--- src/hdl/rag_pkg.sv ---
// Package for the rational ALU: widths, operation codes and sequencer states.
// Used by rag_div and rational_alu_with_gcd_reduce; depends on nothing.
`timescale 1ns / 1ps
package rag_pkg;
   localparam int OPW   = 16;            // operand width
   localparam int NW    = 2 * OPW + 1;   // magnitude width of products and sums
   localparam int NUM_W = 33;            // result numerator width
   localparam int DEN_W = 31;            // result denominator width
   localparam int KW    = $clog2(NW + 1);

   typedef enum logic [2:0] {
      FN_ADD = 3'd0,
      FN_SUB = 3'd1,
      FN_MUL = 3'd2,
      FN_DIV = 3'd3,
      FN_RED = 3'd4
   } func_type;

   typedef enum logic [3:0] {
      S_IDLE, S_MUL0, S_MUL1, S_MUL2, S_COMB, S_CHECK, S_TWOS, S_GCD,
      S_DIVN, S_WAITN, S_DIVD, S_WAITD, S_DONE
   } state_type;
endpackage

--- src/hdl/rag_div.sv ---
// Iterative restoring divider, one quotient bit per cycle.
// Depends on rag_pkg for the magnitude width.
`timescale 1ns / 1ps
module rag_div (
   input  logic                 clock,
   input  logic                 reset,
   input  logic                 start,
   input  logic [rag_pkg::NW-1:0] dividend,
   input  logic [rag_pkg::NW-1:0] divisor,
   output logic                 done,
   output logic [rag_pkg::NW-1:0] quotient
);
   import rag_pkg::*;

   logic [NW-1:0] quo_ff, quo_in, rem_ff, rem_in, den_ff, den_in;
   logic [KW-1:0] cnt_ff, cnt_in;
   logic          run_ff, run_in, done_ff, done_in;
   logic [NW:0]   sh, diff;

   always_comb begin
      sh      = {rem_ff, quo_ff[NW-1]};
      diff    = sh - {1'b0, den_ff};
      quo_in  = quo_ff;
      rem_in  = rem_ff;
      den_in  = den_ff;
      cnt_in  = cnt_ff;
      run_in  = run_ff;
      done_in = 1'b0;
      if (start) begin
         quo_in = dividend;
         rem_in = '0;
         den_in = divisor;
         cnt_in = KW'(NW);
         run_in = 1'b1;
      end else if (run_ff) begin
         if (!diff[NW]) begin
            rem_in = diff[NW-1:0];
            quo_in = {quo_ff[NW-2:0], 1'b1};
         end else begin
            rem_in = sh[NW-1:0];
            quo_in = {quo_ff[NW-2:0], 1'b0};
         end
         cnt_in = cnt_ff - KW'(1);
         if (cnt_ff == KW'(1)) begin
            run_in  = 1'b0;
            done_in = 1'b1;
         end
      end
   end

   always_ff @(posedge clock) begin
      quo_ff <= quo_in;
      rem_ff <= rem_in;
      den_ff <= den_in;
      cnt_ff <= cnt_in;
      if (reset) begin
         run_ff  <= 1'b0;
         done_ff <= 1'b0;
      end else begin
         run_ff  <= run_in;
         done_ff <= done_in;
      end
   end

   assign done     = done_ff;
   assign quotient = quo_ff;
endmodule

--- src/hdl/rational_alu_with_gcd_reduce.sv ---
// Top level of the rational ALU: multiply sequence, binary gcd and exact division.
// Depends on rag_pkg and rag_div.
//
//  channel  ports                         handshake
//  request  req_func, req_a_*, req_b_*    start high while busy low
//  result   rsp_res_num, rsp_res_den      rsp_valid strobe, one cycle
//
// A request with a nonzero numerator and denominator uses the shared 16x16 multiplier in
// S_MUL0, S_MUL1 (add and subtract only) and S_MUL2, then takes one gcd step per cycle,
// then runs two divisions by the gcd.
// A zero numerator or denominator skips the gcd and the divisions; the sequencer then
// goes from S_CHECK straight to S_DONE, which strobes the result.
// Synchronous reset returns the sequencer to idle. The receiver cannot stall;
// busy stays high from the accepted request until its result strobe.
`timescale 1ns / 1ps
module rational_alu_with_gcd_reduce (
   input  logic                      clock,
   input  logic                      reset,
   input  logic                      start,
   output logic                      busy,
   input  logic [2:0]                req_func,
   input  logic signed [rag_pkg::OPW-1:0] req_a_num,
   input  logic signed [rag_pkg::OPW-1:0] req_a_den,
   input  logic signed [rag_pkg::OPW-1:0] req_b_num,
   input  logic signed [rag_pkg::OPW-1:0] req_b_den,
   output logic                      rsp_valid,
   output logic signed [rag_pkg::NUM_W-1:0] rsp_res_num,
   output logic [rag_pkg::DEN_W-1:0] rsp_res_den
);
   import rag_pkg::*;

   state_type state_ff, state_in;
   logic [2:0]     func_ff, func_in;
   logic [OPW-1:0] an_ff, an_in, ad_ff, ad_in, bn_ff, bn_in, bd_ff, bd_in;
   logic [NW-1:0]  p0_ff, p0_in, p1_ff, p1_in, nm_ff, nm_in, dm_ff, dm_in;
   logic           p0n_ff, p0n_in, p1n_ff, p1n_in, nn_ff, nn_in, dn_ff, dn_in;
   logic [NW-1:0]  u_ff, u_in, v_ff, v_in, g_ff, g_in;
   logic [KW-1:0]  k_ff, k_in;
   logic [NUM_W-1:0] num_ff, num_in, num_tmp;
   logic [DEN_W-1:0] den_ff, den_in;

   logic           fadd, fsub, fmul, fdiv, fsum;
   logic [OPW-1:0] xm, ym;
   logic           xn, yn;
   logic [2*OPW-1:0] prod;
   logic           pneg, q1n;
   logic           div_start, div_done;
   logic [NW-1:0]  div_a, div_q;

   function automatic logic [OPW:0] sm_of(input logic [OPW-1:0] raw);
      logic [OPW-1:0] m;
      m = raw[OPW-1] ? (~raw + OPW'(1)) : raw;
      return {raw[OPW-1], m};
   endfunction

   assign fadd = (func_ff == FN_ADD);
   assign fsub = (func_ff == FN_SUB);
   assign fmul = (func_ff == FN_MUL);
   assign fdiv = (func_ff == FN_DIV);
   assign fsum = fadd || fsub;

   // Operand selection for the shared multiplier. Reduce multiplies by one.
   always_comb begin
      {xn, xm} = sm_of(an_ff);
      {yn, ym} = sm_of(bd_ff);
      case (state_ff)
         S_MUL0: begin
            {xn, xm} = sm_of(an_ff);
            if (fmul) {yn, ym} = sm_of(bn_ff);
            else if (fsum || fdiv) {yn, ym} = sm_of(bd_ff);
            else begin
               yn = 1'b0;
               ym = OPW'(1);
            end
         end
         S_MUL1: begin
            {xn, xm} = sm_of(bn_ff);
            {yn, ym} = sm_of(ad_ff);
         end
         S_MUL2: begin
            {xn, xm} = sm_of(ad_ff);
            if (fdiv) {yn, ym} = sm_of(bn_ff);
            else if (fsum || fmul) {yn, ym} = sm_of(bd_ff);
            else begin
               yn = 1'b0;
               ym = OPW'(1);
            end
         end
         default: ;
      endcase
      prod = xm * ym;
      pneg = (xn != yn) && (prod != '0);
   end

   // Next state.
   always_comb begin
      state_in = state_ff;
      case (state_ff)
         S_IDLE:  if (start) state_in = S_MUL0;
         S_MUL0:  state_in = fsum ? S_MUL1 : S_MUL2;
         S_MUL1:  state_in = S_MUL2;
         S_MUL2:  state_in = S_COMB;
         S_COMB:  state_in = S_CHECK;
         S_CHECK: state_in = (dm_ff == '0 || nm_ff == '0) ? S_DONE : S_TWOS;
         S_TWOS:  if (u_ff[0] || v_ff[0]) state_in = S_GCD;
         S_GCD:   if (u_ff == '0 || v_ff == '0) state_in = S_DIVN;
         S_DIVN:  state_in = S_WAITN;
         S_WAITN: if (div_done) state_in = S_DIVD;
         S_DIVD:  state_in = S_WAITD;
         S_WAITD: if (div_done) state_in = S_DONE;
         S_DONE:  state_in = S_IDLE;
         default: state_in = S_IDLE;
      endcase
   end

   // Outputs of the sequencer.
   always_comb begin
      busy      = (state_ff != S_IDLE);
      rsp_valid = (state_ff == S_DONE);
      div_start = (state_ff == S_DIVN) || (state_ff == S_DIVD);
      div_a     = (state_ff == S_DIVD) ? dm_ff : nm_ff;
   end

   // Datapath.
   always_comb begin
      func_in = func_ff;
      an_in = an_ff; ad_in = ad_ff; bn_in = bn_ff; bd_in = bd_ff;
      p0_in = p0_ff; p0n_in = p0n_ff; p1_in = p1_ff; p1n_in = p1n_ff;
      nm_in = nm_ff; nn_in = nn_ff; dm_in = dm_ff; dn_in = dn_ff;
      u_in = u_ff; v_in = v_ff; g_in = g_ff; k_in = k_ff;
      num_in = num_ff; den_in = den_ff;
      q1n = fsub ? (!p1n_ff && p1_ff != '0) : p1n_ff;
      num_tmp = NUM_W'(nm_ff);
      case (state_ff)
         S_IDLE: begin
            func_in = req_func;
            an_in = req_a_num; ad_in = req_a_den;
            bn_in = req_b_num; bd_in = req_b_den;
         end
         S_MUL0: begin
            p0_in = NW'(prod); p0n_in = pneg;
         end
         S_MUL1: begin
            p1_in = NW'(prod); p1n_in = pneg;
         end
         S_MUL2: begin
            dm_in = NW'(prod); dn_in = pneg;
         end
         S_COMB: begin
            if (!fsum) begin
               nm_in = p0_ff; nn_in = p0n_ff;
            end else if (p0n_ff == q1n) begin
               nm_in = p0_ff + p1_ff; nn_in = p0n_ff;
            end else if (p0_ff >= p1_ff) begin
               nm_in = p0_ff - p1_ff; nn_in = p0n_ff;
            end else begin
               nm_in = p1_ff - p0_ff; nn_in = q1n;
            end
         end
         S_CHECK: begin
            nn_in = (nn_ff != dn_ff) && (nm_ff != '0);
            u_in  = nm_ff;
            v_in  = dm_ff;
            k_in  = '0;
            if (dm_ff == '0) begin
               num_in = '0;
               den_in = DEN_W'(1);
            end else if (nm_ff == '0) begin
               num_in = '0;
               den_in = DEN_W'(dm_ff);
            end
         end
         S_TWOS: begin
            if (!u_ff[0] && !v_ff[0]) begin
               u_in = u_ff >> 1;
               v_in = v_ff >> 1;
               k_in = k_ff + KW'(1);
            end
         end
         S_GCD: begin
            // Binary gcd: strip factors of two, subtract the smaller odd value.
            if (u_ff == '0 || v_ff == '0) g_in = (u_ff | v_ff) << k_ff;
            else if (!u_ff[0]) u_in = u_ff >> 1;
            else if (!v_ff[0]) v_in = v_ff >> 1;
            else if (u_ff >= v_ff) u_in = (u_ff - v_ff) >> 1;
            else v_in = (v_ff - u_ff) >> 1;
         end
         S_WAITN: if (div_done) nm_in = div_q;
         S_WAITD: begin
            if (div_done) begin
               num_in = nn_ff ? (NUM_W'(0) - num_tmp) : num_tmp;
               den_in = DEN_W'(div_q);
            end
         end
         default: ;
      endcase
   end

   always_ff @(posedge clock) begin
      func_ff <= func_in;
      an_ff <= an_in; ad_ff <= ad_in; bn_ff <= bn_in; bd_ff <= bd_in;
      p0_ff <= p0_in; p0n_ff <= p0n_in; p1_ff <= p1_in; p1n_ff <= p1n_in;
      nm_ff <= nm_in; nn_ff <= nn_in; dm_ff <= dm_in; dn_ff <= dn_in;
      u_ff <= u_in; v_ff <= v_in; g_ff <= g_in; k_ff <= k_in;
      num_ff <= num_in; den_ff <= den_in;
      if (reset) state_ff <= S_IDLE;
      else state_ff <= state_in;
   end

   rag_div u_div (
      .clock    (clock),
      .reset    (reset),
      .start    (div_start),
      .dividend (div_a),
      .divisor  (g_ff),
      .done     (div_done),
      .quotient (div_q)
   );

   assign rsp_res_num = num_ff;
   assign rsp_res_den = den_ff;
endmodule
--- config.mk ---
export PLATFORM = sky130hd
export DESIGN_NAME = rational_alu_with_gcd_reduce
export DESIGN_NICKNAME = d
export VERILOG_FILES = /design/src/hdl/rag_pkg.sv /design/src/hdl/rag_div.sv /design/src/hdl/rational_alu_with_gcd_reduce.sv
export SDC_FILE = /design/constraint.sdc
export NUM_CORES = 2
export LEC_CHECK = 0
export ABC_AREA = 1
export BUFFER_PORTS_ARGS = -buffer_cell sky130_fd_sc_hd__buf_4
export CAP_MARGIN = 20
export CORE_ASPECT_RATIO = 0.9
export CORE_UTILIZATION = 32
export CTS_BUF_LIST = sky130_fd_sc_hd__clkbuf_8
export CTS_CLUSTER_DIAMETER = 40
export CTS_CLUSTER_SIZE = 8
export DETAILED_ROUTE_END_ITERATION = 8
export PLACE_DENSITY_LB_ADDON = 0.15
export SLEW_MARGIN = 20
export SYNTH_ARGS = -nofsm -noshare
export SYNTH_HDL_FRONTEND = slang
export SYNTH_SLANG_ARGS = --single-unit
--- constraint.sdc ---
create_clock -name clock -period 7.9 [get_ports clock]
set_clock_uncertainty 0.05 [all_clocks]
set_input_delay 0 -clock clock [delete_from_list [all_inputs] [get_ports clock]]
set_output_delay 0 -clock clock [all_outputs]
set_load 0.02 [all_outputs]
Word-level counts from Yosys, hierarchy flattened:

Index checks and enable logic that the tools add are counted.

* register bits after elaboration: 480
* input port bits: 70
* output and inout port bits: 66

* add/sub/neg operators: 13
* $mul: 1
* order comparisons: 2
* equality and inequality tests: 31
* shifts and indexed selects: 1
* muxes and demuxes: 66
* bitwise operators: 6
* reductions and logical operators: 40

Operator list (number)
* 33-bit two-way mux: 22
* 33-bit one-hot mux with 3 select lines: 2
* 33-bit logical NOT: 4
* 33-bit one-hot mux with 2 select lines: 2
* 16-bit two-way mux: 8
* 31-bit two-way mux: 3
* 33-bit nonzero test: 2
* 32-bit by 32-bit subtractor with 33-bit output: 2
* 33-bit subtractor: 2
* 16-bit by 1-bit adder with 16-bit output, second input constant: 4
* 16-bit inverter: 4
* 31-bit one-hot mux with 2 select lines: 1
* 16-bit one-hot mux with 3 select lines: 1
* 4-bit one-hot mux with 12 select lines: 1
* 34-bit by 33-bit subtractor with 34-bit output: 1
* 32-bit by 32-bit adder with 33-bit output: 1
* 33-bit >= comparator: 1
* 33-bit bitwise OR: 1
* 33-bit by 6-bit left shift with 33-bit output: 1
* 1-bit by 33-bit subtractor with 33-bit output, first input constant: 1
* 32-bit >= comparator: 1
* 16-bit by 16-bit multiplier with 32-bit output: 1
* 16-bit one-hot mux with 2 select lines: 1
* 32-bit nonzero test: 1
* 34 further kinds: 92

Longest topological paths before layout:

* word-level depth: 9
* mapped depth: 43
* depth with buffers taken out: 42

Modules after synthesis:

Synthesis repeated with hierarchy kept, for this count alone.

* cell total of the unflattened synthesis: 6595
* area total of the unflattened synthesis: 47379.2 um^2

By module, submodules not included
* rational_alu_with_gcd_reduce: times used 1, cells an instance 5550, area each 40258.6 um^2, seq. area each 11130.7 um^2
* rag_div: times used 1, cells an instance 1045, area each 7120.6 um^2, seq. area each 2802.7 um^2

Worst setup path before layout:

Ideal clock, no wire load.

* path kind: reg2reg
* start point: register state_ff[1]
* end point: register dn_ff (data pin)
* setup time: 0.254 ns
* arrival time: 6.836 ns
* data required time: 7.596 ns
* setup slack: 0.760 ns
* cell stages (with the launch flop): 36
* period minus slack after synthesis: 7.140 ns
* cells stage by stage: dfxtp_1 -> buf_2 -> inv_4 -> nand2_2 -> nor2_4 -> inv_2 -> o22ai_4 -> inv_4 -> o221ai_2 -> buf_2 -> nand2_1 -> fa_1 -> inv_1 -> fa_1 -> inv_1 -> fa_1 -> inv_1 -> fa_1 -> fa_1 -> inv_1 -> fa_1 -> inv_1 -> ha_1 -> nand2_1 -> nor2_1 -> and2_1 -> and2_1 -> nand2_1 -> nand4_1 -> nand2_1 -> nor2_1 -> nand2_1 -> nor2_1 -> nand3_1 -> nand2_1 -> inv_1

* cells in the longest elaborated chain, start to end: 5
* elaborated cells between the ends (all ways): 11
* those cells by class: 1 x mul; 4 x eq/ne; 4 x mux; 2 x reduce/logical

Ends and longest elaborated chain
* start: declaration: RTL line rational_alu_with_gcd_reduce.sv:32 `state_type state_ff, state_in;`
* start signal: assignment: RTL line rational_alu_with_gcd_reduce.sv:207 `else state_ff <= state_in;`
* 4-bit by 2-bit == test with 1-bit output / 4-bit by 1-bit == test with 1-bit output (equally long branches): RTL line rational_alu_with_gcd_reduce.sv:66 `case (state_ff)`
* 16-bit one-hot mux with 3 select lines / 16-bit one-hot mux with 2 select lines (equally long branches): RTL line rational_alu_with_gcd_reduce.sv:66
* 16-bit by 16-bit multiplier with 32-bit output *: RTL line rational_alu_with_gcd_reduce.sv:91 `prod = xm * ym;`
* net prod[29]: RTL line rational_alu_with_gcd_reduce.sv:45 `logic [2*OPW-1:0] prod;`
* 32-bit nonzero test *: RTL line rational_alu_with_gcd_reduce.sv:92 `pneg = (xn != yn) && (prod != '0);`
* 1-bit logical AND *: RTL line rational_alu_with_gcd_reduce.sv:92
* net pneg: RTL line rational_alu_with_gcd_reduce.sv:46 `logic pneg, q1n;`
* end signal: assignment: RTL line rational_alu_with_gcd_reduce.sv:203 `nm_ff <= nm_in; nn_ff <= nn_in; dm_ff <= dm_in; dn_ff <= dn_in;`
* end: declaration: RTL line rational_alu_with_gcd_reduce.sv:36 `logic p0n_ff, p0n_in, p1n_ff, p1n_in, nn_ff, nn_in, dn_ff, dn_in;`

The timed path passes the listed nets; every way through them passes the cells marked *.
A chain may end at the register's enable or synchronous reset.

Worst setup path after layout:

* start point: register bd_ff[0]
* end point: register p1n_ff (data pin)

* cells in the longest elaborated chain, start to end: 9
* elaborated cells between the ends (all ways): 11
* those cells by class: 1 x add/sub; 1 x mul; 6 x mux; 1 x bitwise; 2 x reduce/logical

Ends and longest elaborated chain
* start: declaration: RTL line rational_alu_with_gcd_reduce.sv:34 `logic [OPW-1:0] an_ff, an_in, ad_ff, ad_in, bn_ff, bn_in, bd_ff, bd_in;`
* start signal: assignment: RTL line rational_alu_with_gcd_reduce.sv:201 `an_ff <= an_in; ad_ff <= ad_in; bn_ff <= bn_in; bd_ff <= bd_in;`
* 16-bit inverter: RTL line rational_alu_with_gcd_reduce.sv:52 `m = raw[OPW-1] ? (~raw + OPW'(1)) : raw;`
* 16-bit by 1-bit adder with 16-bit output: RTL line rational_alu_with_gcd_reduce.sv:52
* 16-bit two-way mux *: RTL line rational_alu_with_gcd_reduce.sv:52
* 16-bit two-way mux (on tied branches): RTL line rational_alu_with_gcd_reduce.sv:83, rational_alu_with_gcd_reduce.sv:70
* 16-bit two-way mux (on tied branches): RTL line rational_alu_with_gcd_reduce.sv:82, rational_alu_with_gcd_reduce.sv:69
* 16-bit one-hot mux with 3 select lines *: RTL line rational_alu_with_gcd_reduce.sv:66
* 16-bit by 16-bit multiplier with 32-bit output *: RTL line rational_alu_with_gcd_reduce.sv:91
* net prod[19]: RTL line rational_alu_with_gcd_reduce.sv:45
* 32-bit nonzero test *: RTL line rational_alu_with_gcd_reduce.sv:92
* 1-bit logical AND *: RTL line rational_alu_with_gcd_reduce.sv:92
* net pneg: RTL line rational_alu_with_gcd_reduce.sv:46
* end signal: assignment: RTL line rational_alu_with_gcd_reduce.sv:202 `p0_ff <= p0_in; p0n_ff <= p0n_in; p1_ff <= p1_in; p1n_ff <= p1n_in;`
* end: declaration: RTL line rational_alu_with_gcd_reduce.sv:36

Marked as above.

==> key figures <==
Worst hold path
  • Worst hold endpoint: bn_ff[10]
  • Hold Path Depth: 3
  • Hold crit path type: primary input to flop
  • Hold_sp: req_b_num[10]

GRT
  • GRT Util Overall: 26.7%
  • Vias in the first global route: 42025
  • Initial antenna violation count: 6
  • GRT overflow: 0
  • Largest net degree at the start of global routing: 67
  • First-pass GRT wire length: approximately 290000 um

Synthesis
  • Post-Synthesis Cells: 6353
  • Mux contribution to synthesized area: 0.410%
  • Sequential area share after synthesis: 30.0%
  • Post-synth cell types: 65
  • Synthesized area per cell: 7.31 um^2
  • XOR/XNOR Fraction of Synth Area: 3.17%
  • Yosys warns: 0
  • Cell Area, Synth: 0.0464 mm^2
  • Post-synth EDFFs: 434
  • Main combinational cell family by area after synthesis: simple AND/OR/NAND/NOR gates
  • Compound-gate portion of the synthesized area: 12.4%
  • Simple-Gate Fraction of Synth Area: 25.0%
  • Flops & latches, synth: ~480
  • FFs w/ async S/R, synth: 0%
  • Synth Area in Adders: 17.8%
  • Most common flop cell mapped by yosys: edfxtp_1
  • Syn_nets: 6962

Route
  • DR WL met2: 79800 um
  • Met3 WL: 16200 um
  • DRT Pass-1 Iters: 6
  • Final ANT Viol Nets: 0
  • Iteration-0 DRC Markers: 4630
  • Vias: 44599
  • WL met1: 97400 um
  • WL final: 198000 um
  • Detail-routed via count per cell: between 5 and 6
  • Top Layer Used: met5
  • DR DRC count: 0
  • Routed wire length per instance: 22.7 um

Die
  • DIE AREA: 0.147 mm^2
  • IO Pins: 136
  • Die Span Y: 363 um
  • Width of the die: approximately 400 um
  • Initial Utilization: between 30% and 40%
  • Rows: 132
  • Area of the core: 0.144 mm^2

Worst setup path
  • Worst r2r path cells: 37
  • RR Endpoint: p1n_ff
  • Worst-path fanout max: 8
  • Worst path max stage delay: 0.56 ns
  • Worst Path Required: 8.44 ns
  • Reg2Reg Setup Slack: 0.44 ns
  • Slowest stage cell, crit path: fa_1
  • WS Path Type: flop to flop
  • Crit path DAT: 8.00 ns
  • Critical path endpoint category: flop
  • Reg-to-Reg Start: bd_ff[0]
  • CP Launch Type: flop

Clock network
  • Clock Path Buffers: 3
  • Clk sinks: 479
  • H-tree Lvls: 3
  • Clock Pin Slew Worst Setup and Hold Paths: 0.06 ns
  • Skew-Pair Late Insertion Delay: around 0.86 ns
  • Clk root buf: clkbuf_8
  • TritonCTS clock tree: yes
  • Num CTS Buffers: 98

Job
  • Max-Cap Viols: 0

Placed design
  • Port Buf Inserts: 135
  • GPL Wtd Cong: 0.994
  • Dpl hpwl: 162000 um

Final layout
  • Share of layout cells above drive strength 1: 9.57%
  • Core Util, Final: 37.7%
  • Most frequent cells in the layout: nand2_1 (1727), inv_1 (1114), nor2_1 (466)
  • Fill cell count: about 15000
  • Area grow syn2layout: 16.9%
  • Most common cell after layout, fill and taps aside: nand2_1
  • Final net count: 7325

Timing
  • Final Hold Viols: 0
  • Final Cycle Share: 94.4%
  • Achievable Freq: roughly 130 MHz
  • Setup-failing EPs final: 0
  • Slew headroom: 22.9%
  • Measured slew at the worst slew-check pin: 1.14 ns
  • Slew Viols, Final: 0
  • Min Tclk post-route: 7.46 ns

Run status
  • Status: finished clean
[critical path, delay by kind of cell (launching register included)]
kind	cells	cell delay, ns
fa+ha+maj	8	3.40
simple gates	15	1.67
buf+inv	11	0.98
compound gates	3	0.65
flops	1	0.43
[kinds of logic after synthesis]
kind of cell / count (synthesis)
buffers and inverters: 1331
AO/OA/AOI/OAI: 1017
AND/OR/NAND/NOR: 2800
adder cells (fa/ha/maj): 539
XOR/XNOR: 168
flip-flops: 479
multiplexers: 19
[layer usage]
| layer | vias to the layer above | global-route usage [%] |
|---|---|---|
| met5 | - | 0 |
| met4 | 4 | 6.41 |
| met3 | 237 | 4.43 |
| met2 | 1829 | 38.3 |
| met1 | 21423 | 40.9 |
| li1 | 21106 | - |
[sequential cells by signal, summed over array words and instances, names as in the netlist, 3 cells and up]
name / cells
state_ff: 4
func_ff: 3
v_ff: 32
bn_ff: 16
u_ff: 33
p1_ff: 32
an_ff: 16
dm_ff: 32
p0_ff: 32
u_div.cnt_ff: 6
nm_ff: 33
u_div.quotient: 33
rsp_res_num: 33
k_ff: 6
bd_ff: 16
g_ff: 33
ad_ff: 16
rsp_res_den: 31
u_div.rem_ff: 33
u_div.den_ff: 33
[synth_stat cells, types with 61 or more instances]
cell type | instances | share of area (%)
a21oi_1 | 355 | 3.8
buf_2 | 68 | 0.73
clkbuf_1 | 68 | 0.55
edfxtp_1 | 434 | 28
fa_1 | 200 | 8.6
ha_1 | 339 | 9.1
inv_1 | 1111 | 9.0
nand2_1 | 1736 | 14
nand3_1 | 337 | 3.6
nor2_1 | 481 | 3.9
nor3_1 | 61 | 0.66
o21ai_0 | 405 | 4.4
xor2_1 | 130 | 2.5
[cell type report]
class	count	area (um^2)	share of cell area (%)
repair buffers	440	3750	6.92
flip-flops and latches	479	13900	25.7
multi-input cells	4544	27600	50.9
well taps	1943	2430	4.48
clock buffers	101	1390	2.56
diodes	8	20.0	0.0369
repair inverters	1	5.00	0.00922
inverters	1152	4340	8.00
clock inverters	77	766	1.41
[worst max-delay path by stage]
stage	start	endpoint	slack, ns	cells after the start
3_3_place_gp	bd_ff[0]	p1n_ff	-0.07	33
5_1_grt	bd_ff[1]	dn_ff	-0.0004	33
6_report	bd_ff[0]	p1n_ff	0.44	37
2_1_floorplan	state_ff[1]	dn_ff	0.76	35
3_5_place_dp	bd_ff[0]	p1n_ff	-0.08	33
4_1_cts	ad_ff[0]	p0n_ff	0.04	36
[per-stage QoR]
stage	instances	hold slack (ns)	setup slack (ns)	TNS, ns	cell area, um^2
after floorplan	6353	0.0191	0.760	0	46400
after global placement	8395	0.129	-0.0698	-0.209	50200
after detailed placement	8397	0.129	-0.0829	-0.249	50200
after CTS	8714	0.264	0.0401	0	53800
after global routing	8744	0.308	-0.000422	-0.00107	54300
final	8745	0.360	0.439	0	54300
[what timing repair did]
item / in CTS / in global routing
pin swaps: 0 / 21
endpoints found under the hold margin: 73 / 0
setup endpoints to repair: 3 / 23
buffers inserted: 1 / 21
resized for setup: 3 / 73
cloned: 0 / 2
hold buffers: 138 / 0
Power is left out: the tool's default activity adds up to more than one toggle a clock period on the data nets, which glitch-free logic cannot reach.
